<file path="config.mk">
export PLATFORM = sky130hd
export DESIGN_NAME = c3sf_back
export DESIGN_NICKNAME = d
export VERILOG_FILES = /design/src/sv/c3sf_pkg.sv /design/src/sv/c3sf_back.sv
export SDC_FILE = /design/constraint.sdc
export NUM_CORES = 2
export LEC_CHECK = 0
export BUFFER_PORTS_ARGS = -buffer_cell sky130_fd_sc_hd__clkbuf_2
export CAP_MARGIN = 20
export CORE_MARGIN = 10
export CORE_UTILIZATION = 69
export CTS_CLUSTER_SIZE = 25
export DETAILED_ROUTE_END_ITERATION = 6
export HOLD_SLACK_MARGIN = 0.08
export PLACE_DENSITY = 0.88
export REMOVE_ABC_BUFFERS = 1
export SLEW_MARGIN = 20
export SYNTH_ARGS = -nofsm -noshare
export SYNTH_HDL_FRONTEND = slang
export SYNTH_SLANG_ARGS = --single-unit
</file>
<file path="constraint.sdc">
create_clock -name clk_i -period 37.9 [get_ports clk_i]
set_input_delay 9.475 -clock clk_i [delete_from_list [all_inputs] [get_ports clk_i]]
set_output_delay 9.475 -clock clk_i [all_outputs]
set_load 0.01 [all_outputs]
</file>
<file path="src/sv/c3sf_pkg.sv">
// Package for the 3x3 saturating convolution filter.
// Holds the word types, register codes, reset values and sizing constants.
// No dependencies.
`default_nettype none

package c3sf_pkg;

  localparam int unsigned MAX_WIDTH_DEF = 2048;
  localparam int unsigned COEF_BITS_DEF = 8;

  localparam int unsigned PIX_W      = 8;
  localparam int unsigned DIM_W      = 12;
  localparam int unsigned ROW_W      = 13;
  localparam int unsigned KROW_W     = 24;
  localparam int unsigned CFG_IDX_W  = 3;
  localparam int unsigned CFG_DATA_W = 24;
  localparam int unsigned MID_DEPTH  = 4;
  localparam int unsigned OUT_DEPTH  = 4;
  localparam int          PIX_MAX    = 255;

  localparam logic [DIM_W-1:0]  FRAME_WIDTH_RST   = 12'd640;
  localparam logic [DIM_W-1:0]  FRAME_HEIGHT_RST  = 12'd480;
  localparam logic [KROW_W-1:0] KERNEL_TOP_RST    = 24'hFFFFFF;
  localparam logic [KROW_W-1:0] KERNEL_MID_RST    = 24'hFF08FF;
  localparam logic [KROW_W-1:0] KERNEL_BOTTOM_RST = 24'hFFFFFF;

  typedef enum logic [CFG_IDX_W-1:0] {
    REG_FRAME_WIDTH   = 3'd0,
    REG_FRAME_HEIGHT  = 3'd1,
    REG_KERNEL_TOP    = 3'd2,
    REG_KERNEL_MID    = 3'd3,
    REG_KERNEL_BOTTOM = 3'd4
  } cfg_reg_e;

  typedef struct packed {
    logic [PIX_W-1:0] pixel_in;
    logic             pad;
  } in_word_t;

  typedef struct packed {
    logic [PIX_W-1:0] pixel_out;
    logic             frame_end;
  } out_word_t;

  typedef logic [2:0][2:0][PIX_W-1:0] window_t;

  typedef struct packed {
    window_t win;
    logic    border;
    logic    frame_end;
  } mid_entry_t;

  typedef struct packed {
    logic [DIM_W-1:0] frame_width;
    logic [DIM_W-1:0] frame_height;
    logic             restart;
  } geom_t;

  typedef struct packed {
    logic [KROW_W-1:0] top;
    logic [KROW_W-1:0] mid;
    logic [KROW_W-1:0] bottom;
  } kernel_t;

endpackage

`default_nettype wire

</file>
<file path="src/sv/c3sf_back.sv">
// Back part of the filter: nine weighted taps, sum, clamp and border zeroing.
// Takes window snapshots from the middle queue; uses c3sf_pkg.
`default_nettype none

module c3sf_back #(
  parameter int unsigned CoefBits = c3sf_pkg::COEF_BITS_DEF
) (
  input  wire logic                                     clk_i,
  input  wire logic                                     rst_ni,
  input  wire c3sf_pkg::kernel_t                        kernel_i,
  input  wire c3sf_pkg::mid_entry_t                     mid_entry_i,
  input  wire logic                                     mid_empty_i,
  output logic                                          mid_pop_o,
  input  wire logic [$clog2(c3sf_pkg::OUT_DEPTH+1)-1:0] out_count_i,
  output logic                                          out_push_o,
  output c3sf_pkg::out_word_t                           out_word_o
);

  localparam int unsigned CoefW = (CoefBits < 8) ? CoefBits : 8;
  localparam int unsigned ProdW = CoefW + 9;
  localparam int unsigned SumW  = ProdW + 4;
  localparam logic signed [SumW-1:0] SumMax = SumW'(c3sf_pkg::PIX_MAX);

  logic [c3sf_pkg::KROW_W-1:0] krow [3];
  logic signed [CoefW-1:0]     coef [3][3];
  logic signed [ProdW-1:0]     prod_d [3][3];
  logic signed [ProdW-1:0]     prod_q [3][3];
  logic signed [SumW-1:0]      sum;
  logic                        p1_v_q, p2_v_q;
  logic                        bord1_q, fend1_q;
  c3sf_pkg::out_word_t         word_d, word_q;

  assign mid_pop_o = !mid_empty_i &&
                     ((32'(out_count_i) + 32'(p1_v_q) + 32'(p2_v_q)) < c3sf_pkg::OUT_DEPTH);

  assign krow[0] = kernel_i.top;
  assign krow[1] = kernel_i.mid;
  assign krow[2] = kernel_i.bottom;

  always_comb begin
    for (int i = 0; i < 3; i++) begin
      for (int j = 0; j < 3; j++) begin
        coef[i][j]   = signed'(krow[i][8*j +: CoefW]);
        prod_d[i][j] = signed'({1'b0, mid_entry_i.win[i][j]}) * coef[i][j];
      end
    end
  end

  always_comb begin
    sum = '0;
    for (int i = 0; i < 3; i++) begin
      for (int j = 0; j < 3; j++) begin
        sum = sum + prod_q[i][j];
      end
    end
    word_d.frame_end = fend1_q;
    if (bord1_q || (sum < 0)) begin
      word_d.pixel_out = '0;
    end else if (sum > SumMax) begin
      word_d.pixel_out = c3sf_pkg::PIX_W'(c3sf_pkg::PIX_MAX);
    end else begin
      word_d.pixel_out = sum[c3sf_pkg::PIX_W-1:0];
    end
  end

  assign out_push_o = p2_v_q;
  assign out_word_o = word_q;

  always_ff @(posedge clk_i or negedge rst_ni) begin
    if (!rst_ni) begin
      p1_v_q <= 1'b0;
      p2_v_q <= 1'b0;
    end else begin
      p1_v_q <= mid_pop_o;
      p2_v_q <= p1_v_q;
    end
  end

  always_ff @(posedge clk_i) begin
    if (mid_pop_o) begin
      prod_q  <= prod_d;
      bord1_q <= mid_entry_i.border;
      fend1_q <= mid_entry_i.frame_end;
    end
    if (p1_v_q) begin
      word_q <= word_d;
    end
  end

endmodule

`default_nettype wire

</file>
# --- Yosys cells after proc, flatten, opt, wreduce, memory -nomap -nowiden ---
# Index checks and enable logic that the tools add are counted.
totals:
  elab_cells: 41
  in_bits: 152
  regBits: 166
classes:
  magnitude_cmp: 3
  n_reduce_logical: 3
  mux: 1
  multipliers: 9
  addsub: 10
ops:
  columns: ["op", "n"]
  rows:
  - ["9-bit by 8-bit multiplier with 17-bit output", 9]
  - ["21-bit by 17-bit adder with 21-bit output", 4]
  - ["20-bit by 17-bit adder with 21-bit output", 1]
  - ["21-bit by 9-bit > comparator with 1-bit output (second input constant)", 1]
  - ["21-bit by 1-bit < comparator with 1-bit output (second input constant)", 1]
  - ["19-bit by 17-bit adder with 20-bit output", 1]
  - ["18-bit by 17-bit adder with 19-bit output", 1]
  - ["17-bit by 17-bit adder with 18-bit output", 1]
  - ["8-bit two-way mux", 1]
  - ["4-bit by 1-bit adder with 5-bit output", 1]
  - ["5-bit by 3-bit < comparator with 1-bit output (second input constant)", 1]
  - ["3-bit by 1-bit adder with 4-bit output", 1]
  - ["1-bit logical AND", 1]
  - ["1-bit zero test", 1]
  - ["1-bit logical OR", 1]

# --- Longest topological paths before layout ---
depth:
  ltp_word: 10
  depth_mapped: 19
  depth_no_buf: 18

# --- Worst setup path before layout ---
# OpenSTA, ideal clock, no wires.
synth_timing:
  kind: "input to output"
  startpoint: "in out_count_i[0] in the netlist's numbering"
  endpoint: "out mid_pop_o"
  stages: 3
  path_buffers: 0
  required_time_ps: 28425
  slack_ps: 6908
  arrival_ps: 21517
  cell_sequence: "ha_1 a21o_1 a211oi_1"
synth_between:
  elab_chain_len: 4
synth_lines:
  columns: ["item", "line_no", "source"]
  rows:
  - ["from (decl)", "c3sf_back.sv:14", "input wire logic [$clog2(c3sf_pkg::OUT_DEPTH+1)-1:0] out_count_i,"]
  - ["3-bit by 1-bit adder with 4-bit output", "c3sf_back.sv:34", "((32'(out_count_i) + 32'(p1_v_q) + 32'(p2_v_q)) < c3sf_pkg::OUT_DEPTH);"]
  - ["4-bit by 1-bit adder with 5-bit output", "c3sf_back.sv:34", null]
  - ["5-bit by 3-bit < comparator with 1-bit output", "c3sf_back.sv:34", null]
  - ["1-bit logical AND", "c3sf_back.sv:33", "assign mid_pop_o = !mid_empty_i &&"]
  - ["to (decl)", "c3sf_back.sv:13", "output logic mid_pop_o,"]
# Every way passes these cells.

# --- Final worst setup path ---
# Same ends and word-level chain as after synthesis.

==> results.md <==
* Status: completed
* Post-Synthesis Cells at 2810
* Worst-Skew Late Latency at 0.45 ns
* Number of max-cap violations at 0
* Cells after DPL at 3504
* CTS root buf: clkbuf_16
* Wirelength, routed at 63.57 mm
* RSZ-0062 raised after global routing: no
* Compound-Gate Fraction of Synth Area at 5.391%
* Fraction of the mapped netlist area in adder cells at 50.28%
* Initial antenna violation count at 0
* Initial core utilization at 69.61%
* Max Fclk at 49.12 MHz
* # rows at 74
* Area growth, synth to finish at 7.359%
* IO buf count at 162
* Setup CP Type: input port to output port
* Slew headroom at 35.98%
* # diodes at 0
* Max clock buf depth at 2
* Final setup vio count at 0
* Non-Filler Instances at 3536
* Final WS setup at 17.54 ns
* Worst-path clk slew at 0.08 ns
* Post-route ant nets at 0
* CP arrival at 10.88 ns
* Min Hold Slack at 0.4456 ns
* Total clock buffers created by CTS at 17
* Hold depth at 0
* Post-synth cell types at 58
* CTS tree: yes
* Router iterations before antenna repair at 6
* Clock H-tree levels at 4
* Ys async rst share at 1.205%
* CORE AREA at 40650 um2
* Reg-to-reg slack, setup at 32.39 ns
* Crit. End Element: output port
* # IOs at 163
* Ys Warns at 0
* Final #Nets at 4007
* First-pass GRT wire length at 107.7 mm
* Reg-to-Reg End: out_word_o[2]$_SDFFCE_PP0P_
* Sequential area share after synthesis at 17.58%
* Post-DR vias/cell at 5.645
* Slew Limit Fails at 0
* Share of cells above drive strength 1 at 7.290%
* Req. time, crit path at 28.42 ns
* Syn Std Cell Area at 28290 um2
* Mux share of post-synthesis cell area at 0.03538%
* DRC Markers at 0
* CP Launch Point: out_count_i[0]
* Largest net degree at the start of global routing at 82
* DIE WIDTH at 222.5 um
* Resized Gates After CTS at 0
* Register bit total from synthesis at 166
* Pre-CTS WS at 17.53 ns
* Post-CTS Setup Bufs at 0
* Simple-gate area share of the yosys netlist at 14.19%
* Detailed-route via count at 19960
* CP Max Fanout at 23
* HP Class: flip-flop to flip-flop
* Syn_area_per_cell at 10.07 um2
* DR WL/cell at 17.98 um
* Initial DRC Count at 1322
* Post-layout min period at 20.36 ns
* Total GRT Usage at 26.56%
* Synth Area in XOR/XNOR at 3.591%
* Crit share post-route at 53.72%
* Hold buffer count at CTS at 0
* Reg2Reg Depth at 16
* Clock Sinks at 166
* Die ar. at 49500 um2
* CP endpoint: mid_pop_o
* Gr ovfl total at 0
* Critical Path Start Type: input port
* DP HPWL at 54.05 mm
* DIE HEIGHT at 222.5 um
* Worst clock skew at 0.01431 ns
* Fillers at 2652
* Vias in the first global route at 22400
* Top_reg_cell synth: edfxtp_1
* Final setup TNS at 0 ns
* RePlAce Congestion at 0.9548
* EDFF count, synth at 164
* Largest family of logic cells by synthesized area: adder cells
* Final hold vios at 0
* Worst-Margin Slew at 0.9603 ns
* R2r startpoint: prod_q[121]$_DFFE_PP_
-- per-stage QoR --
step / cell area (um2) / utilization (%)
finish: 30370 / 74.73
global route: 30370 / 74.73
CTS: 30370 / 74.73
detailed placement: 29780 / 73.27
global placement: 29780 / 73.27
floorplan: 28270 / -
-- cell families after synthesis --
logic type / after synthesis
fa+ha+maj: 864
xor+xnor: 116
buf+inv: 670
flops: 166
mux: 1
simple gates: 761
compound gates: 232
-- worst min-delay path by stage --
stage                       from                 endpoint  slack (ns)
3_3_place_gp   fend1_q$_DFFE_PP_  out_word_o[0]$_DFFE_PP_        0.42
5_1_grt        fend1_q$_DFFE_PP_  out_word_o[0]$_DFFE_PP_        0.46
6_report       fend1_q$_DFFE_PP_  out_word_o[0]$_DFFE_PP_        0.45
4_1_cts        fend1_q$_DFFE_PP_  out_word_o[0]$_DFFE_PP_        0.45
2_1_floorplan  fend1_q$_DFFE_PP_  out_word_o[0]$_DFFE_PP_        0.40
3_5_place_dp   fend1_q$_DFFE_PP_  out_word_o[0]$_DFFE_PP_        0.43
-- metal layers --
metal  vias up  track usage (%)  part of all wire, %  wire length [um]
met4         0            10.70                  4.1              2604
met5         -                0                    0                 0
met1     10040            31.11                   38             23990
met3       152            3.925                  5.3              3389
li1       9149                -                    -                 -
met2       617            47.87                   53             33580
-- layout make-up --
class,count,area [um2],share of cell area [%]
multi-input combinational,1974,20810,68.50
clock inverter,15,166.4,0.5479
sequential,166,4975,16.38
tap,532,665.6,2.191
timing repair buffer,165,833.3,2.743
inverter,667,2504,8.243
clock buffer,17,425.4,1.401
-- cells in the mapped netlist (3+ instances only) --
| cell | instances | share of area, % |
|---|---|---|
| nor2b_1 | 23 | 0.51 |
| nor2_1 | 65 | 0.86 |
| and3_1 | 3 | 0.066 |
| or3_1 | 8 | 0.18 |
| fa_1 | 455 | 32 |
| a21o_1 | 23 | 0.61 |
| xor2_1 | 16 | 0.50 |
| a41oi_1 | 9 | 0.28 |
| a211oi_1 | 7 | 0.19 |
| ha_1 | 409 | 18 |
| o21ai_0 | 28 | 0.50 |
| o21bai_1 | 4 | 0.11 |
| a21boi_0 | 5 | 0.13 |
| o41ai_1 | 3 | 0.093 |
| xnor2_1 | 100 | 3.1 |
| a21oi_1 | 79 | 1.4 |
| or2_2 | 5 | 0.11 |
| inv_1 | 667 | 8.8 |
| nand3_1 | 15 | 0.27 |
| and2_1 | 326 | 7.2 |
| edfxtp_1 | 164 | 17 |
| nand4_1 | 4 | 0.088 |
| a31o_2 | 7 | 0.22 |
| o21a_1 | 17 | 0.45 |
| nand2_1 | 226 | 3.0 |
| o211ai_1 | 14 | 0.37 |
| nand2b_1 | 57 | 1.3 |
| nor3_1 | 22 | 0.39 |
| a31oi_1 | 15 | 0.33 |
-- critical path: stages --
cell,delay [ns]
clkbuf_2,0.08
ha_1,0.28
a21o_1,0.19
a211oi_4,0.23
buf_4,0.39
clkbuf_2,0.21
-- flip-flops by register name, indices dropped and copies added (netlist names) --
name / flops
p1_v_q: 1
bord1_q: 1
fend1_q: 1
out_push_o: 1
prod_q: 153
out_word_o: 9
-- cells in the final DEF (no fill, tap or decap), types with 17 or more instances in the layout --
cell,instances
o21a_1,17
a21oi_1,79
inv_1,667
o21ai_0,28
nor3_1,22
fa_1,455
nand2b_1,57
nor2_1,65
a21o_1,23
nor2b_1,23
clkbuf_2,162
ha_1,409
nand2_1,226
xnor2_1,100
and2_1,326
clkbuf_16,17
edfxtp_1,164
Power is not shown: default switching activity piles up to over one toggle a cycle in this logic, so the estimate is an artifact.
