### src/sv/c3sf_fifo.sv
// Small first-in first-out queue of registers with an occupancy count.
// Standalone; the caller never pushes into a full queue.
`default_nettype none

module c3sf_fifo #(
  parameter int unsigned Width = 8,
  parameter int unsigned Depth = 4
) (
  input  wire logic                       clk_i,
  input  wire logic                       rst_ni,
  input  wire logic                       push_i,
  input  wire logic [Width-1:0]           data_i,
  input  wire logic                       pop_i,
  output logic      [Width-1:0]           data_o,
  output logic                            empty_o,
  output logic      [$clog2(Depth+1)-1:0] count_o
);

  localparam int unsigned PtrW = $clog2(Depth);
  localparam int unsigned CntW = $clog2(Depth + 1);

  logic [Width-1:0] mem_q [Depth];
  logic [PtrW-1:0]  wr_ptr_q, wr_ptr_d;
  logic [PtrW-1:0]  rd_ptr_q, rd_ptr_d;
  logic [CntW-1:0]  count_q, count_d;
  logic             do_pop;

  assign empty_o = (count_q == '0);
  assign count_o = count_q;
  assign data_o  = mem_q[rd_ptr_q];
  assign do_pop  = pop_i && !empty_o;

  always_comb begin
    wr_ptr_d = wr_ptr_q;
    rd_ptr_d = rd_ptr_q;
    count_d  = count_q;
    if (push_i) begin
      wr_ptr_d = (wr_ptr_q == PtrW'(Depth - 1)) ? '0 : wr_ptr_q + 1'b1;
    end
    if (do_pop) begin
      rd_ptr_d = (rd_ptr_q == PtrW'(Depth - 1)) ? '0 : rd_ptr_q + 1'b1;
    end
    if (push_i && !do_pop) begin
      count_d = count_q + 1'b1;
    end else if (!push_i && do_pop) begin
      count_d = count_q - 1'b1;
    end
  end

  always_ff @(posedge clk_i or negedge rst_ni) begin
    if (!rst_ni) begin
      wr_ptr_q <= '0;
      rd_ptr_q <= '0;
      count_q  <= '0;
    end else begin
      wr_ptr_q <= wr_ptr_d;
      rd_ptr_q <= rd_ptr_d;
      count_q  <= count_d;
    end
  end

  always_ff @(posedge clk_i) begin
    if (push_i) begin
      mem_q[wr_ptr_q] <= data_i;
    end
  end

endmodule

`default_nettype wire

### config.mk
export PLATFORM = sky130hd
export DESIGN_NAME = c3sf_fifo
export DESIGN_NICKNAME = d
export VERILOG_FILES = /design/src/sv/c3sf_fifo.sv
export SDC_FILE = /design/constraint.sdc
export NUM_CORES = 1
export LEC_CHECK = 0
export BUFFER_PORTS_ARGS = -buffer_cell sky130_fd_sc_hd__clkbuf_2
export CORE_UTILIZATION = 55
export CTS_CLUSTER_DIAMETER = 60
export DETAILED_ROUTE_END_ITERATION = 16
export HOLD_SLACK_MARGIN = 0.06
export PLACE_DENSITY_LB_ADDON = 0.08
export SLEW_MARGIN = 25
export SYNTH_ARGS = -nofsm -noshare
export SYNTH_HDL_FRONTEND = slang
export SYNTH_SLANG_ARGS = --single-unit
### constraint.sdc
create_clock -name clk_i -period 2.55 [get_ports clk_i]
set_input_delay 0.1275 -clock clk_i [delete_from_list [all_inputs] [get_ports clk_i]]
set_output_delay 0.1275 -clock clk_i [all_outputs]
set_load 0.05 [all_outputs]
Word-level counts from Yosys, hierarchy flattened:

Memories as Yosys holds them, arrays and structs flattened.
Cells that the tools add are included.

* output and inout port bits: 12
* bits in registers: 7
* bits in writable memories: 32
* memories: 1

Memories
* mem_q: depth 4, width 8, rd ports 1, clocked after Yosys merged registers in 0, write ports 1, RTL line 22 `logic [Width-1:0] mem_q [Depth];`

* muxes and demuxes: 6
* eq/ne operators: 2
* add/subtract/negate cells: 4
* reduce and logical (&&, ||, !) cells: 8

Operator list (number)
* 2-to-1 mux 3 bit: 2
* adder 2 x 1 -> 2 bit, second input constant: 2
* == test 2 bit, second input constant: 2
* 2-to-1 mux 2 bit: 2
* adder 3 x 1 -> 3 bit, second input constant: 1
* logical AND 1 bit: 3
* logical NOT 1 bit: 3
* logical NOT 3 bit: 1
* subtractor 3 x 1 -> 3 bit, second input constant: 1
* 2-to-1 mux 1 bit: 2
* nonzero test 2 bit: 1

Longest topological paths before layout:

Gate-level depths: netlist (run 1).

* depth in word-level cells: 6
* mapped depth: 7
* depth with buffers taken out: 7

Worst setup path before layout (run 1):

Ideal clock, no wire load.

* kind: register -> register
* from: register count_q[1] (netlist: count_o[1])
* to: register count_q[2] (netlist: count_o[2])
* path slack: 0.464 ns
* arrival: 2.004 ns
* clock period less this slack: 2.086 ns
* library setup time: 0.083 ns
* required time: 2.467 ns
* cell stages (with the launch flop): 8
* cells stage by stage: dfrtp_1 -> o31ai_4 -> ha_1 -> inv_1 -> fa_1 -> xor2_1 -> nor2_1 -> xor2_1

* longest elaborated chain between the ends: 6
* elaborated cells between the ends (all ways): 11

Ends and longest elaborated chain
* start, declared: RTL line 25 `logic [CntW-1:0] count_q, count_d;`
* start signal, assigned: RTL line 58 `count_q <= count_d;`
* branches (longest 6 deep; another with subtractor 3 x 1 -> 3 bit)

Parallel ways; which one is timed is not known. The select of a mux whose other input is x is not followed.
A chain may end at the register's enable or synchronous reset.

Final worst setup path (run 1):

* from: register rd_ptr_q[0]
* to: output data_o[0]

* longest elaborated chain between the ends: 1

Ends and longest elaborated chain
* start, declared: RTL line 24 `logic [PtrW-1:0] rd_ptr_q, rd_ptr_d;`
* start signal, assigned: RTL line 57 `rd_ptr_q <= rd_ptr_d;`
* memory read (4 x 8 bit)
* end, declared: RTL line 14 `output logic [Width-1:0] data_o,`

Every way passes these cells.

==> Flow_metrics.wiki, run 1 <==
{| class="wikitable"
! Metric !! Value
|-
| CTS max path bufs || 2
|-
| Run status || finished, final reports clean
|-
| Netlist area before placement || 0.00158 mm2
|-
| # Max-Cap Violations || 0
|-
| Placed cell areas || 0.00172 mm2
|-
| Number of remaining DRC errors || 0
|-
| Standard-cell rows || 19
|-
| Synthesis Warnings || 0
|-
| Effective utilization at floorplan || 0.578
|-
| Combinational cell fraction of total power || 0.420
|-
| Setup fix buffers added after clock tree synthesis || 0
|-
| Total Routing Usage GR || 0.175
|-
| Placer congestion estimate || 0.687
|-
| Placed wire-length estimate || 1530 um
|-
| Slew HR || 0.623
|-
| Post-route core utilization || 0.680
|-
| Clock tree from TritonCTS || built
|-
| Commonest cells after routing, fill and taps aside || sky130_fd_sc_hd__edfxtp_1, sky130_fd_sc_hd__clkbuf_2, sky130_fd_sc_hd__dlygate4sd3_1
|-
| Final hold vios || 0
|-
| Pin count of the biggest net entering global routing || 12
|-
| Share of final-layout standard cells stronger than drive strength 1 || 0.353
|-
| Worst-path cell chain || mux4_2 > clkbuf_2
|-
| Clock share of power || 0.129
|-
| Post-detailed-routing wire length || 2190 um
|-
| Final Net Count || 134
|-
| Mean post-synth cell area || 20.3 um2
|-
| Post-CTS sizing || 0
|-
| Vias after detailed routing || 766
|-
| Die height || 55.6 um
|-
| Post-route ant nets || 0
|-
| Average vias per placed instance || 5.21
|-
| Internal portion of total power || 1.27 mW
|-
| Layout Skew || 8.49 ps
|-
| Category of the critical setup timing path || reg -> out
|-
| Wire length of the first global-routing pass || 3810 um
|-
| Die Span X || 55.6 um
|-
| Worst skew pair latency || 330 ps
|-
| Setup repair after global routing missed its margin || false
|-
| Clock transition at the register clock pins on the worst setup and hold paths after CTS || 100 ps
|-
| Cell class contributing the biggest share of worst-path delay || flip-flops
|-
| Number of buffers added by the clock tree synthesis step || 5
|-
| Total Negative Setup Slacks || 0 ps
|-
| Number of instances in the synthesized netlist || 78
|-
| Count of buffering cells on the critical path with inverters included || 1
|-
| Max stage delay cell, worst path || sky130_fd_sc_hd__dfrtp_1
|-
| Total Die Area || 0.00309 mm2
|-
| Leading cell type in the layout, fill and taps excluded || sky130_fd_sc_hd__edfxtp_1
|-
| Power per standard cell area || 1170 mW/mm2
|-
| Count of buffers inserted at the top-level ports || 23
|-
| Data arrival time at the worst-slack endpoint || 1890 ps
|-
| Sink Count || 39
|-
| Slew at the pin closest to its max-slew limit || 566 ps
|-
| Layout overhead on the synthesized area || 17.6%
|-
| N_diodes || 0
|-
| Worst stage delay on the critical path || 710 ps
|-
| Maximum fanout along the worst path || 11
|-
| Unique cell type count in the Yosys netlist || 19
|-
| Maximum ir drop on the vdd rail || 0.859 mV
|-
| Static leakage || 0.714 nW
|-
| Final critical-path share of the clock period || 0.791
|-
| Number of DRC markers in iteration 0 || 10
|-
| Highest Clock Rate || 0.496 GHz
|-
| Net count after synthesis || 97
|-
| Number of slew-limit violations in the final report || 0
|-
| Post-synthesis sequential element count || 39
|-
| Detail-routed net length per standard cell || 14.9 um
|-
| # fillers || 202
|-
| Sequential-to-total area share from yosys stat || 0.718
|-
| Summed area of non-filler cells in the final layout || 0.00186 mm2
|-
| Number of antenna violations at the first check in global routing || 0
|-
| Root buffer cell || sky130_fd_sc_hd__clkbuf_4
|-
| Element type at the critical path end || output pin
|-
| Sequential cell fraction of total power || 0.451
|-
| Number of global-route vias before repair || 844
|-
| Post-route minimum period || 2020 ps
|-
| Worst min-delay path category || in -> reg
|-
| Net Switching || 0.918 mW
|-
| Total of endpoints with negative setup slack in the final report || 0
|-
| Required time at the worst-slack endpoint || 2420 ps
|-
| Crit path launch type || flip-flop
|-
| Deepest level of the CTS H-tree || 2
|-
| Area inside the core boundary || 0.00273 mm2
|-
| DR pass1 iterations || 4
|-
| Cts-stage hold buffer count || 9
|-
| Switching power share of the total || 0.420
|-
| GRT overflow || 0
|-
| Number of top-level design ports || 24
|}
-- worst paths after layout --
kind | startpoint | end | slack [ps] | depth (start not counted)
worst max register to register | count_o[1]$_DFFE_PN0P_ | count_o[2]$_DFFE_PN0P_ | 550 | 7
worst max-delay path | rd_ptr_q[0]$_DFFE_PN0P_ | data_o[0] | 530 | 2
worst min register to register | count_o[2]$_DFFE_PN0P_ | count_o[2]$_DFFE_PN0P_ | 600 | 1
min in group asynchronous | rst_ni | wr_ptr_q[1]$_DFFE_PN0P_ | 140 | 2
max in group asynchronous | rst_ni | rd_ptr_q[1]$_DFFE_PN0P_ | 2250 | 2
worst min-delay path | push_i | wr_ptr_q[1]$_DFFE_PN0P_ | 100 | 2
-- power groups by stage --
stage	clock [mW]	combinational, mW	sequential, mW
global placement	0	0.903	1.00
detailed placement	0	0.917	1.01
finish	0.282	0.917	0.984
CTS	0.297	0.930	0.993
floorplan	0	0.733	1.01
global route	0.325	0.979	1.01
-- registers in the layout, indices dropped and copies added, names as in the netlist --
signal / flops
count_o: 3
rd_ptr_q: 2
mem_q: 32
wr_ptr_q: 2
-- metrics by stage --
| step | hold slack [ps] | cells | total power [mW] | worst slack (ps) |
|---|---|---|---|---|
| 2_1_floorplan | -168 | 78 | 1.74 | 464 |
| 3_3_place_gp | -26.6 | 130 | 1.90 | 646 |
| 3_5_place_dp | -32.0 | 130 | 1.93 | 561 |
| 4_1_cts | 81.0 | 147 | 2.22 | 463 |
| 5_1_grt | 104 | 147 | 2.31 | 377 |
| 6_report | 98.6 | 147 | 2.18 | 533 |
-- kinds of logic after synthesis --
family          count (synthesis)  synth area share
compound gates                  4            0.0253
xor+xnor                        3            0.0166
fa+ha+maj                       7            0.0601
buf+inv                         5            0.0174
flops                          39             0.718
mux                            10             0.131
simple gates                   10            0.0316
-- Yosys cell counts (all sizes together) --
library cell,instances,share of area
mux4,8,0.11
clkbuf,1,0.0032
fa,1,0.013
xnor2,1,0.0055
nor3,2,0.0063
xor2,2,0.011
buf,1,0.0071
inv,3,0.0071
edfxtp,32,0.61
ha,6,0.047
o31ai,1,0.013
a21o,1,0.0055
mux2,2,0.017
dfrtp,7,0.11
nand2,2,0.0047
nor2,2,0.0047
o21ai,2,0.0063
and2,4,0.016
-- cell type report --
| class | count | area [um2] | share of cell area |
|---|---|---|---|
| Inverter | 3 | 11.3 | 0.00606 |
| Sequential cell | 39 | 1140 | 0.611 |
| Clock inverter | 1 | 5.00 | 0.00269 |
| Multi-Input combinational cell | 34 | 418 | 0.225 |
| Timing Repair Buffer | 32 | 205 | 0.110 |
| Clock buffer | 7 | 45.0 | 0.0242 |
| Tap cell | 31 | 38.8 | 0.0209 |
-- metal layers --
| layer | global-route usage | wire length (um) |
|---|---|---|
| met1 | 0.209 | 928 |
| met3 | 0.0488 | 104 |
| met2 | 0.287 | 1140 |
| met4 | 0.0964 | 19 |
| met5 | 0 | 0 |
No activity file was read; power rests on OpenSTA's default activity.
==> run 2: changes to the inputs <==
Clock period 2.55 ns to 2.1 ns, I/O delays scaled along.
==> run 2 against run 1 <==
- register-to-register slack worse by 390 ps
- highest routed layer unchanged
- clock-buffer cell count shrank 1
- cell area is 1.3% higher
- via count is 4.0% higher
- first-iteration DRC count increased by 40%
- sequential share of layout area fell by 0.81 points
- clock skew is 1.6 ps higher
==> Flow_metrics.wiki, run 2 (synthesized netlist as in run 1, its figures left out) <==
{| class="wikitable"
! Metric !! Value
|-
| Run status || finished, final reports clean (unchanged)
|-
| Number of cells after detailed placement || 131 (was 130)
|-
| Register area || 0.00114 mm2 (unchanged)
|-
| Number of cells on the worst reg-to-reg path || 7 (unchanged)
|-
| Internal portion of total power || 1.55 mW (was 1.27 mW)
|-
| Required time at the worst-slack endpoint || 2370 ps (was 2420 ps)
|-
| Number of DRC markers in iteration 0 || 14 (was 10)
|-
| Power per standard cell area || 1430 mW/mm2 (was 1170 mW/mm2)
|-
| Post-detailed-routing wire length || 2410 um (was 2190 um)
|-
| Clock transition at the register clock pins on the worst setup and hold paths after CTS || 100 ps (about the same)
|-
| Element type at the critical path end || flip-flop (was output pin)
|-
| Total Die Area || 0.00309 mm2 (unchanged)
|-
| Placer congestion estimate || 0.631 (was 0.687)
|-
| Highest Clock Rate || 0.515 GHz
|-
| Placed wire-length estimate || 1590 um (was 1530 um)
|-
| Least setup slack across all paths after layout || 157 ps (was 533 ps)
|-
| Standard-cell rows || 19 (unchanged)
|-
| Leading cell type in the layout, fill and taps excluded || sky130_fd_sc_hd__edfxtp_1 (unchanged)
|-
| Post-route minimum period || 1940 ps
|-
| Area inside the core boundary || 0.00273 mm2 (unchanged)
|-
| Total power draw || 2.69 mW (was 2.18 mW)
|-
| Die height || 55.6 um (unchanged)
|-
| Worst reg2reg path startpoint || count_o[1]$_DFFE_PN0P_ (unchanged)
|-
| DR pass1 iterations || 4 (unchanged)
|-
| Number of buffers added by the clock tree synthesis step || 5 (unchanged)
|-
| Net Switching || 1.14 mW (was 0.918 mW)
|-
| Data arrival time at the worst-slack endpoint || 2210 ps (was 1890 ps)
|-
| Root buffer cell || sky130_fd_sc_hd__clkbuf_4 (unchanged)
|-
| Post-route ant nets || 0 (unchanged)
|-
| Switching power share of the total || 0.423 (was 0.420)
|-
| Placed cell areas || 0.00173 mm2 (was 0.00172 mm2)
|-
| Launch point of the worst path || count_o[1]$_DFFE_PN0P_ (was rd_ptr_q[0]$_DFFE_PN0P_)
|-
| Vias after detailed routing || 797 (was 766)
|-
| Slew at the pin closest to its max-slew limit || 452 ps (was 566 ps)
|-
| Detail-routed net length per standard cell || 16.1 um (was 14.9 um)
|-
| Number of slew-limit violations in the final report || 0 (unchanged)
|-
| Number of remaining DRC errors || 0 (unchanged)
|-
| Static leakage || 0.728 nW (was 0.714 nW)
|-
| # Max-Cap Violations || 0 (unchanged)
|-
| Setup repair after global routing missed its margin || false (unchanged)
|-
| Worst min-delay path category || in -> async (was in -> reg)
|-
| # fillers || 176 (was 202)
|-
| Final hold slack || 117 ps (was 98.6 ps)
|-
| CTS max path bufs || 2 (unchanged)
|-
| Number of top-level design ports || 24 (unchanged)
|-
| Final critical-path share of the clock period || 0.925
|-
| Total Routing Usage GR || 0.186 (was 0.175)
|-
| Pin count of the biggest net entering global routing || 13 (was 12)
|-
| Sequential cell fraction of total power || 0.432 (was 0.451)
|-
| Combined area of the multi-input logic cells || 418 um2 (unchanged)
|-
| Non-filler instance count after layout || 150 (was 147)
|-
| Slew HR || 0.699 (was 0.623)
|-
| Summed area of non-filler cells in the final layout || 0.00188 mm2 (was 0.00186 mm2)
|-
| Die Span X || 55.6 um (unchanged)
|-
| Final Net Count || 137 (was 134)
|-
| Wire length of the first global-routing pass || 4020 um (was 3810 um)
|-
| Final hold vios || 0 (unchanged)
|-
| Category of the critical setup timing path || reg -> reg (was reg -> out)
|-
| Clock share of power || 0.131 (was 0.129)
|-
| Post-route core utilization || 0.689 (was 0.680)
|-
| Clock tree from TritonCTS || built (unchanged)
|-
| Layout Skew || 10.1 ps (was 8.49 ps)
|-
| Maximum fanout along the worst path || 5 (was 11)
|-
| Worst skew pair latency || 350 ps (was 330 ps)
|-
| Average vias per placed instance || 5.31 (was 5.21)
|-
| Deepest level of the CTS H-tree || 2 (unchanged)
|-
| Total of endpoints with negative setup slack in the final report || 0 (unchanged)
|-
| Flip-flop count of the largest register after layout || 32 (unchanged)
|-
| Layout overhead on the synthesized area || 19.1% (was 17.6%)
|-
| Largest Register || mem_q (unchanged)
|-
| Sink Count || 39 (unchanged)
|-
| Combinational cell fraction of total power || 0.436 (was 0.420)
|-
| Number of antenna violations at the first check in global routing || 0 (unchanged)
|-
| Number of global-route vias before repair || 832 (was 844)
|-
| Maximum ir drop on the vdd rail || 1.16 mV (was 0.859 mV)
|-
| GRT overflow || 0 (unchanged)
|-
| Total Negative Setup Slacks || 0 ps (unchanged)
|-
| Effective utilization at floorplan || 0.578 (unchanged)
|-
| Post-CTS sizing || 0 (unchanged)
|-
| N_diodes || 0 (unchanged)
|-
| Commonest cells after routing, fill and taps aside || sky130_fd_sc_hd__edfxtp_1, sky130_fd_sc_hd__clkbuf_2, sky130_fd_sc_hd__dlygate4sd3_1 (unchanged)
|-
| Crit path launch type || flip-flop (unchanged)
|-
| Count of buffers inserted at the top-level ports || 23 (unchanged)
|-
| Share of final-layout standard cells stronger than drive strength 1 || 0.361 (was 0.353)
|-
| Worst-case setup slack after placement || 122 ps (was 561 ps)
|}
-- run 2: cell count changes in the layout (fill, tap and decap cells not counted), sizes merged --
cell,previous run,this run
buf,0,2
clkbuf,30,29
clkinv,1,2
dlygate4sd3,9,10
-- run 2: cell type report --
| type | count | share of cell area |
|---|---|---|
| sequential | 39 | 0.603 |
| clock inverter | 2 | 0.00465 |
| timing repair buffer | 35 | 0.122 |
| multi-input combinational | 34 | 0.222 |
| inverter | 3 | 0.00598 |
| clock buffer | 6 | 0.0219 |
| tap | 31 | 0.0206 |
-- run 2: repair_timing --
item / CTS / global route
setup endpoints to repair: 0 / 1
hold buffers: 10 / 0
setup buffers: 0 / 1
hold endpoints to repair: 40 / 0
-- run 2: power by group through the flow --
stage	combinational [mW]	clock, mW	sequential [mW]
after floorplan	0.890	0	1.23
after global placement	1.15	0	1.18
after detailed placement	1.16	0	1.19
after CTS	1.18	0.369	1.17
after global routing	1.25	0.403	1.19
final	1.17	0.354	1.16
-- run 2: path summary, 6_finish.rpt --
check / endpoint / slack, ps
max reg2reg: count_o[2]$_DFFE_PN0P_ / 160
min: rd_ptr_q[1]$_DFFE_PN0P_ / 120
max in group asynchronous: wr_ptr_q[1]$_DFFE_PN0P_ / 1820
min reg2reg: count_o[2]$_DFFE_PN0P_ / 590
max: count_o[2]$_DFFE_PN0P_ / 160
min in group clk_i: rd_ptr_q[0]$_DFFE_PN0P_ / 190
-- run 2: worst max-delay path, stage by stage (launching register included) --
cell	delay, ps
sky130_fd_sc_hd__dfrtp_1	470
sky130_fd_sc_hd__o31ai_4	290
sky130_fd_sc_hd__ha_1	250
sky130_fd_sc_hd__inv_1	70
sky130_fd_sc_hd__fa_1	370
sky130_fd_sc_hd__xor2_1	150
sky130_fd_sc_hd__nor2_1	120
sky130_fd_sc_hd__xor2_1	150
-- run 2: metal layers --
metal / vias to the layer above / global-route usage / wire length (um) / share of wire
met2: 22 / 0.313 / 1270 / 0.53
met1: 387 / 0.215 / 990 / 0.41
met4: 0 / 0.0643 / 12 / 0.0050
met5: - / 0 / 0 / 0
met3: 2 / 0.0791 / 131 / 0.054
li1: 386 / - / - / -
==> run 3: changes to the inputs <==
Settings changed: CORE_MARGIN set to 4.
==> run 3 against run 2 <==
- via count up 2.5%
- cell count up 0.67%
- global-route usage down 3.3 points
- first-iteration DRC count up 71%
- wire length up 2.4%
- critical path depth unchanged
- fmax down 0.64%
- die area up 23%
- clock skew up 5.1 ps
- non-clock buffer count up 1
- sequential cell count unchanged
- worst setup slack worse by 12 ps
- critical path type unchanged
- largest cell class unchanged
- largest power group unchanged
- highest routed layer unchanged
==> Flow_metrics.wiki, run 3 (synthesized netlist as in run 1, its figures left out) <==
{| class="wikitable"
! Metric !! Value
|-
| Count of buffering cells on the critical path with inverters included || 1 (unchanged)
|-
| Most frequent cell on the critical path || sky130_fd_sc_hd__xor2_1 (unchanged)
|-
| Standard-cell rows || 19 (unchanged)
|-
| Number of DRC markers in iteration 0 || 24 (was 14)
|-
| Combinational cell fraction of total power || 0.438 (was 0.436)
|-
| Highest Clock Rate || 0.511 GHz (was 0.515 GHz)
|-
| Placed wire-length estimate || 1600 um (was 1590 um)
|-
| Required time at the worst-slack endpoint || 2370 ps (about the same)
|-
| Worst skew pair latency || 340 ps (was 350 ps)
|-
| Detail-routed net length per standard cell || 16.3 um (was 16.1 um)
|-
| Number of slew-limit violations in the final report || 0 (unchanged)
|-
| Slew HR || 0.697 (was 0.699)
|-
| Post-detailed-routing wire length || 2470 um (was 2410 um)
|-
| Share of final-layout standard cells stronger than drive strength 1 || 0.383 (was 0.361)
|-
| Number of buffers added by the clock tree synthesis step || 5 (unchanged)
|-
| Average vias per placed instance || 5.41 (was 5.31)
|-
| Root buffer cell || sky130_fd_sc_hd__clkbuf_4 (unchanged)
|-
| Met3 wire length || 182 um (was 131 um)
|-
| Total Routing Usage GR || 0.153 (was 0.186)
|-
| Count of buffers inserted at the top-level ports || 23 (unchanged)
|-
| Largest Register || mem_q (unchanged)
|-
| Worst-path cell chain || o31ai_4 > ha_1 > inv_1 > fa_1 > xor2_1 > nor2_1 > xor2_1 (unchanged)
|-
| Post-route ant nets || 0 (unchanged)
|-
| Crit path launch type || flip-flop (unchanged)
|-
| Category of the critical setup timing path || reg -> reg (unchanged)
|-
| Worst stage delay on the critical path || 490 ps (was 470 ps)
|-
| Deepest level of the CTS H-tree || 2 (unchanged)
|-
| Topmost layer with routed signal wires || met4 (unchanged)
|-
| Clock tree from TritonCTS || built (unchanged)
|-
| Die Span X || 61.6 um (was 55.6 um)
|-
| Worst min-delay path category || in -> reg (was in -> async)
|-
| Post-route minimum period || 1960 ps (was 1940 ps)
|-
| # Max-Cap Violations || 0 (unchanged)
|-
| Final Net Count || 138 (was 137)
|-
| # fillers || 215 (was 176)
|-
| Number of remaining DRC errors || 0 (unchanged)
|-
| Amount of wire on met2 after detailed routing || 1200 um (was 1270 um)
|-
| Internal portion of total power || 1.60 mW (was 1.55 mW)
|-
| CTS max path bufs || 2 (unchanged)
|-
| Post-CTS sizing || 0 (unchanged)
|-
| Total Die Area || 0.00380 mm2 (was 0.00309 mm2)
|-
| Layout Skew || 15.2 ps (was 10.1 ps)
|-
| Maximum ir drop on the vdd rail || 1.09 mV (was 1.16 mV)
|-
| Area inside the core boundary || 0.00276 mm2 (was 0.00273 mm2)
|-
| Number of top-level design ports || 24 (unchanged)
|-
| Number of cells on the worst reg-to-reg path || 7 (unchanged)
|-
| Cell class contributing the biggest share of worst-path delay || adder cells (unchanged)
|-
| Final hold vios || 0 (unchanged)
|-
| Leading cell type in the layout, fill and taps excluded || sky130_fd_sc_hd__edfxtp_1 (unchanged)
|-
| Total power draw || 2.75 mW (was 2.69 mW)
|-
| Maximum fanout along the worst path || 5 (unchanged)
|-
| Sequential cell fraction of total power || 0.420 (was 0.432)
|-
| Total Negative Setup Slacks || 0 ps (unchanged)
|-
| Flip-flop count of the largest register after layout || 32 (unchanged)
|-
| Non-filler instance count after layout || 151 (was 150)
|-
| Number of gates on the worst path with buffers counted || 7 (unchanged)
|-
| Effective utilization at floorplan || 0.574 (was 0.578)
|-
| Die height || 61.6 um (was 55.6 um)
|-
| N_diodes || 0 (unchanged)
|-
| Number of cells after detailed placement || 132 (was 131)
|-
| Element type at the critical path end || flip-flop (unchanged)
|-
| Slew at the pin closest to its max-slew limit || 454 ps (was 452 ps)
|-
| R2R setup slack || 140 ps (was 160 ps)
|-
| Clock transition at the register clock pins on the worst setup and hold paths after CTS || 110 ps (was 100 ps)
|-
| Static leakage || 0.739 nW (was 0.728 nW)
|-
| Net Switching || 1.15 mW (was 1.14 mW)
|-
| Setup repair after global routing missed its margin || false (unchanged)
|-
| Total routed wire length on the met1 layer || 1020 um (was 990 um)
|-
| Power per standard cell area || 1450 mW/mm2 (was 1430 mW/mm2)
|-
| Number of global-route vias before repair || 816 (was 832)
|-
| DR pass1 iterations || 4 (unchanged)
|-
| Pin count of the biggest net entering global routing || 13 (unchanged)
|-
| Final critical-path share of the clock period || 0.931 (was 0.925)
|-
| Data arrival time at the worst-slack endpoint || 2230 ps (was 2210 ps)
|-
| Number of antenna violations at the first check in global routing || 0 (unchanged)
|-
| Vias after detailed routing || 817 (was 797)
|-
| Commonest cells after routing, fill and taps aside || sky130_fd_sc_hd__edfxtp_1, sky130_fd_sc_hd__clkbuf_2, sky130_fd_sc_hd__dlygate4sd3_1 (unchanged)
|-
| Placer congestion estimate || 0.701 (was 0.631)
|-
| Wire length of the first global-routing pass || 3830 um (was 4020 um)
|-
| Switching power share of the total || 0.417 (was 0.423)
|-
| Layout overhead on the synthesized area || 20.1% (was 19.1%)
|-
| Total of endpoints with negative setup slack in the final report || 0 (unchanged)
|-
| Max stage delay cell, worst path || sky130_fd_sc_hd__dfrtp_1 (unchanged)
|-
| Worst hold path cell count || 2
|-
| Run status || finished, final reports clean (unchanged)
|-
| Clock share of power || 0.142 (was 0.131)
|-
| Sink Count || 39 (unchanged)
|-
| GRT overflow || 0 (unchanged)
|}
==> run 3: changes by cell type in the layout (fill, tap and decap cells not counted) <==
cell and change:
sky130_fd_sc_hd__buf_4 +2, sky130_fd_sc_hd__clkbuf_8 +1, sky130_fd_sc_hd__clkinv_1 -1, sky130_fd_sc_hd__dlygate4sd3_1 -1
==> run 3: area by class of cell <==
cell class / count / area [um2] / area share
Clock inverter: 1 / 5.00 / 0.00264
Timing Repair Buffer: 36 / 235 / 0.124
Inverter: 3 / 11.3 / 0.00593
Multi-Input combinational cell: 34 / 418 / 0.220
Tap cell: 31 / 38.8 / 0.0204
Sequential cell: 39 / 1140 / 0.598
Clock buffer: 7 / 55.1 / 0.0290
==> run 3: repair_timing <==
item	CTS	global route
buffers inserted	0	2
setup endpoints to repair	0	1
hold buffers	9	0
hold endpoints to repair	39	0
==> run 3: power groups by stage <==
stage          clock network (mW)  logic, mW  registers (mW)
3_3_place_gp                    0       1.18            1.16
3_5_place_dp                    0       1.20            1.18
6_report                    0.391       1.21            1.16
5_1_grt                     0.430       1.31            1.18
2_1_floorplan                   0      0.890            1.23
4_1_cts                     0.398       1.21            1.16
==> run 3: final timing paths <==
| path | startpoint | endpoint |
|---|---|---|
| setup / recovery | count_o[0]$_DFFE_PN0P_ | count_o[2]$_DFFE_PN0P_ |
| hold / removal | push_i | wr_ptr_q[0]$_DFFE_PN0P_ |
| setup reg to reg | count_o[0]$_DFFE_PN0P_ | count_o[2]$_DFFE_PN0P_ |
| hold reg to reg | count_o[2]$_DFFE_PN0P_ | count_o[2]$_DFFE_PN0P_ |
| max in group asynchronous | rst_ni | wr_ptr_q[1]$_DFFE_PN0P_ |
| min in group asynchronous | rst_ni | count_o[2]$_DFFE_PN0P_ |
==> run 3: through the flow <==
step	instance area, um2	setup slack, ps	utilization	hold WS [ps]
6_report	1900	145	0.689	73.6
5_1_grt	1900	5.86	0.689	113
2_1_floorplan	1580	13.6	-	-191
3_5_place_dp	1730	114	0.629	-49.4
3_3_place_gp	1730	192	0.629	-48.6
4_1_cts	1880	64.7	0.683	80.9
==> run 3: metal layers <==
metal	track usage	vias to the layer above
met2	0.248	26
met1	0.181	404
met4	0.0909	0
met3	0.0440	7
met5	0	-
li1	-	380
